<file path="config.mk">
export PLATFORM = sky130hd
export DESIGN_NAME = cbf_engine
export DESIGN_NICKNAME = d
export VERILOG_FILES = /design/src/design/cbf_pkg.sv /design/src/design/cbf_engine.sv
export SDC_FILE = /design/constraint.sdc
export NUM_CORES = 1
export LEC_CHECK = 0
export ABC_CLOCK_PERIOD_IN_PS = 15900
export BUFFER_PORTS_ARGS = -buffer_cell sky130_fd_sc_hd__buf_4
export CAP_MARGIN = 10
export CORE_MARGIN = 1
export CORE_UTILIZATION = 54
export CTS_BUF_LIST = sky130_fd_sc_hd__clkbuf_4 sky130_fd_sc_hd__clkbuf_8
export CTS_CLUSTER_DIAMETER = 80
export DETAILED_ROUTE_END_ITERATION = 8
export HOLD_SLACK_MARGIN = 0.08
export PLACE_DENSITY_LB_ADDON = 0.1
export SLEW_MARGIN = 0
export SYNTH_ARGS = -nofsm -noshare
export SYNTH_HDL_FRONTEND = slang
export SYNTH_SLANG_ARGS = --single-unit
</file>
<file path="constraint.sdc">
create_clock -name clk -period 15.9 [get_ports clk]
set_clock_uncertainty 0.2 [all_clocks]
set_input_delay 0.795 -clock clk [delete_from_list [all_inputs] [get_ports clk]]
set_output_delay 0.795 -clock clk [all_outputs]
set_load 0.01 [all_outputs]
</file>
<file path="src/design/cbf_pkg.sv">
package cbf_pkg;

  localparam int MAX_BOXES  = 64;
  localparam int COORD_BITS = 16;
  localparam int IDX_W      = (MAX_BOXES > 1) ? $clog2(MAX_BOXES) : 1;
  localparam int CNT_W      = $clog2(MAX_BOXES + 1);
  localparam int BOX_BITS   = 6 * COORD_BITS;
  localparam int TDATA_W    = ((BOX_BITS + 7) / 8) * 8;

  typedef logic signed [COORD_BITS-1:0] coord_t;

  typedef struct packed {
    coord_t z;
    coord_t y;
    coord_t x;
  } vec3_t;

  typedef struct packed {
    vec3_t hi;
    vec3_t lo;
  } box_t;

  typedef struct packed {
    logic             en;
    logic [IDX_W-1:0] addr;
    box_t             data;
  } ram_wr_t;

  typedef struct packed {
    logic vld;
    box_t box;
    logic eor;
    logic empty;
    logic ovf;
  } res_t;

  function automatic coord_t cmin(coord_t a, coord_t b);
    return ($signed(a) < $signed(b)) ? a : b;
  endfunction

  function automatic coord_t cmax(coord_t a, coord_t b);
    return ($signed(a) < $signed(b)) ? b : a;
  endfunction

  function automatic box_t order_box(vec3_t a, vec3_t b);
    box_t r;
    r.lo.x = cmin(a.x, b.x);
    r.lo.y = cmin(a.y, b.y);
    r.lo.z = cmin(a.z, b.z);
    r.hi.x = cmax(a.x, b.x);
    r.hi.y = cmax(a.y, b.y);
    r.hi.z = cmax(a.z, b.z);
    return r;
  endfunction

  // true when box i lies within box k on all three axes
  function automatic logic box_inside(box_t i, box_t k);
    return ($signed(i.lo.x) >= $signed(k.lo.x)) && ($signed(i.hi.x) <= $signed(k.hi.x)) &&
           ($signed(i.lo.y) >= $signed(k.lo.y)) && ($signed(i.hi.y) <= $signed(k.hi.y)) &&
           ($signed(i.lo.z) >= $signed(k.lo.z)) && ($signed(i.hi.z) <= $signed(k.hi.z));
  endfunction

endpackage

</file>
<file path="src/design/cbf_engine.sv">
module cbf_engine (
  input  logic                      clk,
  input  logic                      rst_n,
  input  logic                      in_valid,
  output logic                      in_ready,
  input  cbf_pkg::vec3_t            corner_a,
  input  cbf_pkg::vec3_t            corner_b,
  input  logic                      in_last,
  output cbf_pkg::ram_wr_t          wr,
  output logic [cbf_pkg::IDX_W-1:0] raddr,
  input  cbf_pkg::box_t             rdata,
  output cbf_pkg::res_t             push,
  input  logic                      out_free
);
  import cbf_pkg::*;

  typedef enum logic [5:0] {
    S_LOAD  = 6'b000001,
    S_RDI   = 6'b000010,
    S_CAPI  = 6'b000100,
    S_SCAN  = 6'b001000,
    S_DEC   = 6'b010000,
    S_FLUSH = 6'b100000
  } state_t;

  state_t           st_r, st_nxt;
  logic [CNT_W-1:0] count_r, count_nxt;
  logic             ovf_r, ovf_nxt;
  logic [CNT_W-1:0] i_r, i_nxt;
  logic [CNT_W-1:0] k_r, k_nxt;
  logic [CNT_W-1:0] cmpk_r, cmpk_nxt;
  logic             cmpv_r, cmpv_nxt;
  logic             kill_r, kill_nxt;
  logic             pend_r, pend_nxt;
  box_t             boxi_r, boxi_nxt;
  box_t             pbox_r, pbox_nxt;
  logic             hit, keep;

  assign hit  = cmpv_r && (cmpk_r != i_r) && box_inside(boxi_r, rdata);
  assign keep = !(kill_r || hit);

  always_comb begin
    st_nxt    = st_r;
    count_nxt = count_r;
    ovf_nxt   = ovf_r;
    i_nxt     = i_r;
    k_nxt     = k_r;
    cmpk_nxt  = cmpk_r;
    cmpv_nxt  = cmpv_r;
    kill_nxt  = kill_r | hit;
    pend_nxt  = pend_r;
    boxi_nxt  = boxi_r;
    pbox_nxt  = pbox_r;
    in_ready  = 1'b0;
    raddr     = '0;
    wr.en     = 1'b0;
    wr.addr   = count_r[IDX_W-1:0];
    wr.data   = order_box(corner_a, corner_b);
    push      = '0;

    unique case (st_r)
      S_LOAD: begin
        in_ready = 1'b1;
        if (in_valid) begin
          if (count_r < CNT_W'(MAX_BOXES)) begin
            wr.en     = 1'b1;
            count_nxt = count_r + CNT_W'(1);
          end else begin
            ovf_nxt = 1'b1;
          end
          if (in_last) begin
            i_nxt  = '0;
            st_nxt = (count_nxt == '0) ? S_FLUSH : S_RDI;
          end
        end
      end
      S_RDI: begin
        raddr  = i_r[IDX_W-1:0];
        st_nxt = S_CAPI;
      end
      S_CAPI: begin
        boxi_nxt = rdata;
        k_nxt    = '0;
        kill_nxt = 1'b0;
        cmpv_nxt = 1'b0;
        st_nxt   = S_SCAN;
      end
      S_SCAN: begin
        if (k_r < count_r) begin
          raddr    = k_r[IDX_W-1:0];
          k_nxt    = k_r + CNT_W'(1);
          cmpk_nxt = k_r;
          cmpv_nxt = 1'b1;
        end else begin
          cmpv_nxt = 1'b0;
          st_nxt   = S_DEC;
        end
      end
      S_DEC: begin
        cmpv_nxt = 1'b0;
        if (!(keep && pend_r && !out_free)) begin
          if (keep) begin
            if (pend_r) begin
              push.vld = 1'b1;
              push.box = pbox_r;
              push.ovf = ovf_r;
            end
            pbox_nxt = boxi_r;
            pend_nxt = 1'b1;
          end
          if ((i_r + CNT_W'(1)) < count_r) begin
            i_nxt  = i_r + CNT_W'(1);
            st_nxt = S_RDI;
          end else begin
            st_nxt = S_FLUSH;
          end
        end
      end
      S_FLUSH: begin
        if (out_free) begin
          push.vld   = 1'b1;
          push.box   = pend_r ? pbox_r : '0;
          push.eor   = 1'b1;
          push.empty = !pend_r;
          push.ovf   = ovf_r;
          pend_nxt   = 1'b0;
          count_nxt  = '0;
          ovf_nxt    = 1'b0;
          st_nxt     = S_LOAD;
        end
      end
      default: st_nxt = S_LOAD;
    endcase
  end

  always_ff @(posedge clk) begin
    if (!rst_n) begin
      st_r    <= S_LOAD;
      count_r <= '0;
      ovf_r   <= 1'b0;
      cmpv_r  <= 1'b0;
      pend_r  <= 1'b0;
      kill_r  <= 1'b0;
    end else begin
      st_r    <= st_nxt;
      count_r <= count_nxt;
      ovf_r   <= ovf_nxt;
      cmpv_r  <= cmpv_nxt;
      pend_r  <= pend_nxt;
      kill_r  <= kill_nxt;
    end
  end

  always_ff @(posedge clk) begin
    i_r    <= i_nxt;
    k_r    <= k_nxt;
    cmpk_r <= cmpk_nxt;
    boxi_r <= boxi_nxt;
    pbox_r <= pbox_nxt;
  end

endmodule

</file>
==> impl_metrics.py <==
metrics = {
    "run_status": {
        "outcome": "completed",
    },
    "sta": {
        "hold_ws_ps": 241.0,
        "period_share": 0.3122,
        "finalHoldViolCount": 0,
        "period_needed_ps": 4964,
        "rsz0062_at_grt": "false",
        "setup_viol": 0,
        "max_freq_mhz": 201.4,
        "relSlewSlack": 0.3168,
        "tightestPinTransition_ps": 1025,
        "setup-tns-final_ps": 0,
        "slew_viol_final": 0,
    },
    "setup_path": {
        "worstPathArrival_ps": 3970,
        "end_kind": "primary output",
        "worstReg2RegEnd": "pbox_r[22]",
        "worstSetupPathType": "flip-flop to primary output",
        "startpoint_type": "flip-flop",
        "r2r_cells": 10,
        "cp.required_ps": 14910,
        "rrSetupSlack_ps": 11580,
        "crit_fanout": 62,
        "rr_startpoint": "boxi_r[15]",
    },
    "cells_and_area": {
        "fill_cells": 1866,
        "nets": 1957,
        "area_growth_pct": 30.07,
        "drive_above_1_share": 0.3745,
    },
    "yosys": {
        "ys_ff_latch": 230,
        "syn_nets": 1534,
        "synth_edf_count": 213,
        "ys.warnings.count": 0,
        "ys_types": 68,
        "async_flop_share": 0,
        "synth_ff_type": "edfxtp_1",
        "ys_seq_area_frac": 0.4872,
        "synthesis.area_um2": 13830,
        "avgSynthCellArea_um2": 11.71,
        "synthCells": 1181,
    },
    "routing": {
        "routed_wl_mm": 37.55,
        "vias": 10650,
        "viasPerCell": 5.431,
        "drc": 0,
        "ant_nets": 0,
        "firstDrtPassIters": 5,
        "wl_per_cell_um": 19.15,
        "drt_iter0_drc": 550,
    },
    "floorplan": {
        "initial_utilization": 0.5491,
        "io_pins": 407,
        "die_w_um": 162.0,
        "dieArea_um2": 26250,
        "placementRows": 58,
        "fp.coreArea_um2": 25180,
        "die_height_um": 162.0,
    },
    "clock_tree": {
        "clkTransAtPathRegs_ps": 60,
        "clock_sinks": 230,
        "root_buffer": "clkbuf_8",
        "cts_max_path_buffers": 3,
        "worstSkewPairLatency_ps": 540,
        "cts_hold_buf": 0,
        "tritoncts": "yes",
        "post_cts_resized": 0,
        "post_cts_buffers": 0,
        "numCtsBuffers": 38,
        "cts_max_level": 2,
    },
    "grt": {
        "antenna_found_initial": 3,
        "grt_max_degree": 79,
        "grt_usage": 0.2821,
        "grt_pass1_vias": 10390,
        "grt_overflow": 0,
        "grt_pass1_wl_mm": 56.55,
    },
    "power": {
        "power_mw": 1.551,
        "ir_worst_vdd_uv": 68.81,
        "p_leak_nw": 8.208,
        "power_density_nw_per_um2": 86.21,
    },
    "run": {
        "cap_violations": 0,
    },
    "worst_hold_path": {
        "hold_class": "primary input to flip-flop",
        "whs_path_depth": 1,
        "whs_endpoint": "boxi_r[70]",
        "hold_start": "rdata[70]",
    },
    "placement": {
        "hpwl_mm": 29.32,
        "gp_congestion": 0.9502,
        "numPortBuffers": 406,
    },
}
==> worst max-delay path by stage <==
stage | from | end | cells past startpoint
after CTS | boxi_r[63] | push[52] | 9
after detailed placement | rdata[57] | push[7] | 13
after floorplan | st_r[5] | k_r[0] | 3
after global placement | rdata[63] | push[89] | 11
after global routing | boxi_r[57] | push[92] | 11
final | boxi_r[63] | push[89] | 9
==> flip-flops by register name, summed over array words and instances (netlist names) <==
| name | flops |
|---|---|
| boxi_r | 96 |
| pbox_r | 96 |
| cmpk_r | 7 |
| count_r | 7 |
| i_r | 7 |
| k_r | 7 |
| st_r | 6 |
| cmpv_r | 1 |
| kill_r | 1 |
| ovf_r | 1 |
| pend_r | 1 |
==> cell families (layout without fill, tap and decap cells) <==
kind of cell / after synthesis / after routing / share of synthesized area
buffers and inverters: 198 / 646 / 0.05854
and+or+nand+nor: 294 / 294 / 0.1288
muxes: 96 / 96 / 0.07745
AOI/OAI and AO/OA: 185 / 185 / 0.09293
adders and majority gates: 156 / 156 / 0.1412
DFF: 230 / 230 / 0.4872
xor gates and xnor gates: 22 / 22 / 0.01393
other: 0 / 2 / 0
==> power by group <==
group	internal (mW)	leakage (nW)	switching [mW]
Sequential	0.666	2.03	0.0126
Combinational	0.167	5.77	0.159
Clock	0.308	0.410	0.238
Total	1.14	8.21	0.409
==> cells in the mapped netlist (all sizes together), types with 6 or more instances <==
library cell | n | area share
a31oi | 6 | 0.0027
dfxtp | 17 | 0.025
nor3 | 14 | 0.0051
ha | 156 | 0.14
clkbuf | 18 | 0.0049
inv | 166 | 0.045
a21o | 26 | 0.014
and3 | 14 | 0.0063
o211ai | 8 | 0.0043
a221oi | 9 | 0.0057
mux2 | 88 | 0.072
or3 | 6 | 0.0027
edfxtp | 213 | 0.46
xnor2 | 12 | 0.0076
nor4 | 7 | 0.0036
mux2i | 8 | 0.0058
nand2b | 11 | 0.0050
nor2b | 14 | 0.0063
buf | 14 | 0.0086
o21ai | 18 | 0.0068
a21oi | 58 | 0.021
nand2 | 28 | 0.0076
nor2 | 39 | 0.011
nand3 | 25 | 0.0090
a22o | 7 | 0.0044
a221o | 9 | 0.0065
xor2 | 10 | 0.0063
nand4 | 18 | 0.0081
and2 | 98 | 0.052
==> placed cells by master, fill, tap and decap left out, drive strengths merged, types with 17 or more instances in the layout <==
cell type | Yosys | routed
dfxtp | 17 | 17
clkbuf | 18 | 53
nand4 | 18 | 18
a21oi | 58 | 58
nor2 | 39 | 39
and2 | 98 | 98
nand3 | 25 | 25
edfxtp | 213 | 213
mux2 | 88 | 88
ha | 156 | 156
a21o | 26 | 26
o21ai | 18 | 18
buf | 14 | 415
inv | 166 | 167
nand2 | 28 | 28
==> layout make-up <==
class                   instances  area, µm²  share of cell area
inverters                     166      623.1             0.03464
clock buffers                  53      679.4             0.03777
well taps                     330      412.9             0.02296
diodes                          2      5.005           0.0002783
multi-input cells             753       6304              0.3505
clock inverters                12      110.1            0.006122
flip-flops and latches        230       6736              0.3745
repair buffers                415       3115              0.1732
==> stage by stage <==
stage            util  area, µm²  worst slack [ps]  std cells
6_report       0.7143      17990             10940       1961
5_1_grt        0.7143      17990             10650       1961
4_1_cts        0.7141      17980             10900       1959
3_5_place_dp   0.6827      17190             10980       1894
3_3_place_gp   0.6827      17190             11070       1894
2_1_floorplan       -      13830              3502       1181
==> metal layers <==
layer  part of all wire  vias to the layer above  GRT usage
met5            0.00045                        -          0
met4              0.039                        2     0.1171
met3              0.073                       82    0.06563
met2               0.49                      373     0.4821
met1               0.40                     5041     0.3420
li1                   -                     5152          -
==> worst max-delay path: stages, from the launching register on <==
cell and delay, ps:
edfxtp_1 400, ha_1 330, or3b_1 380, o41ai_1 640, o2111ai_1 330, nor4b_4 470, o32ai_4 150, buf_4 290
and2_1 250, buf_4 140
(Power assumes the default switching activity.)
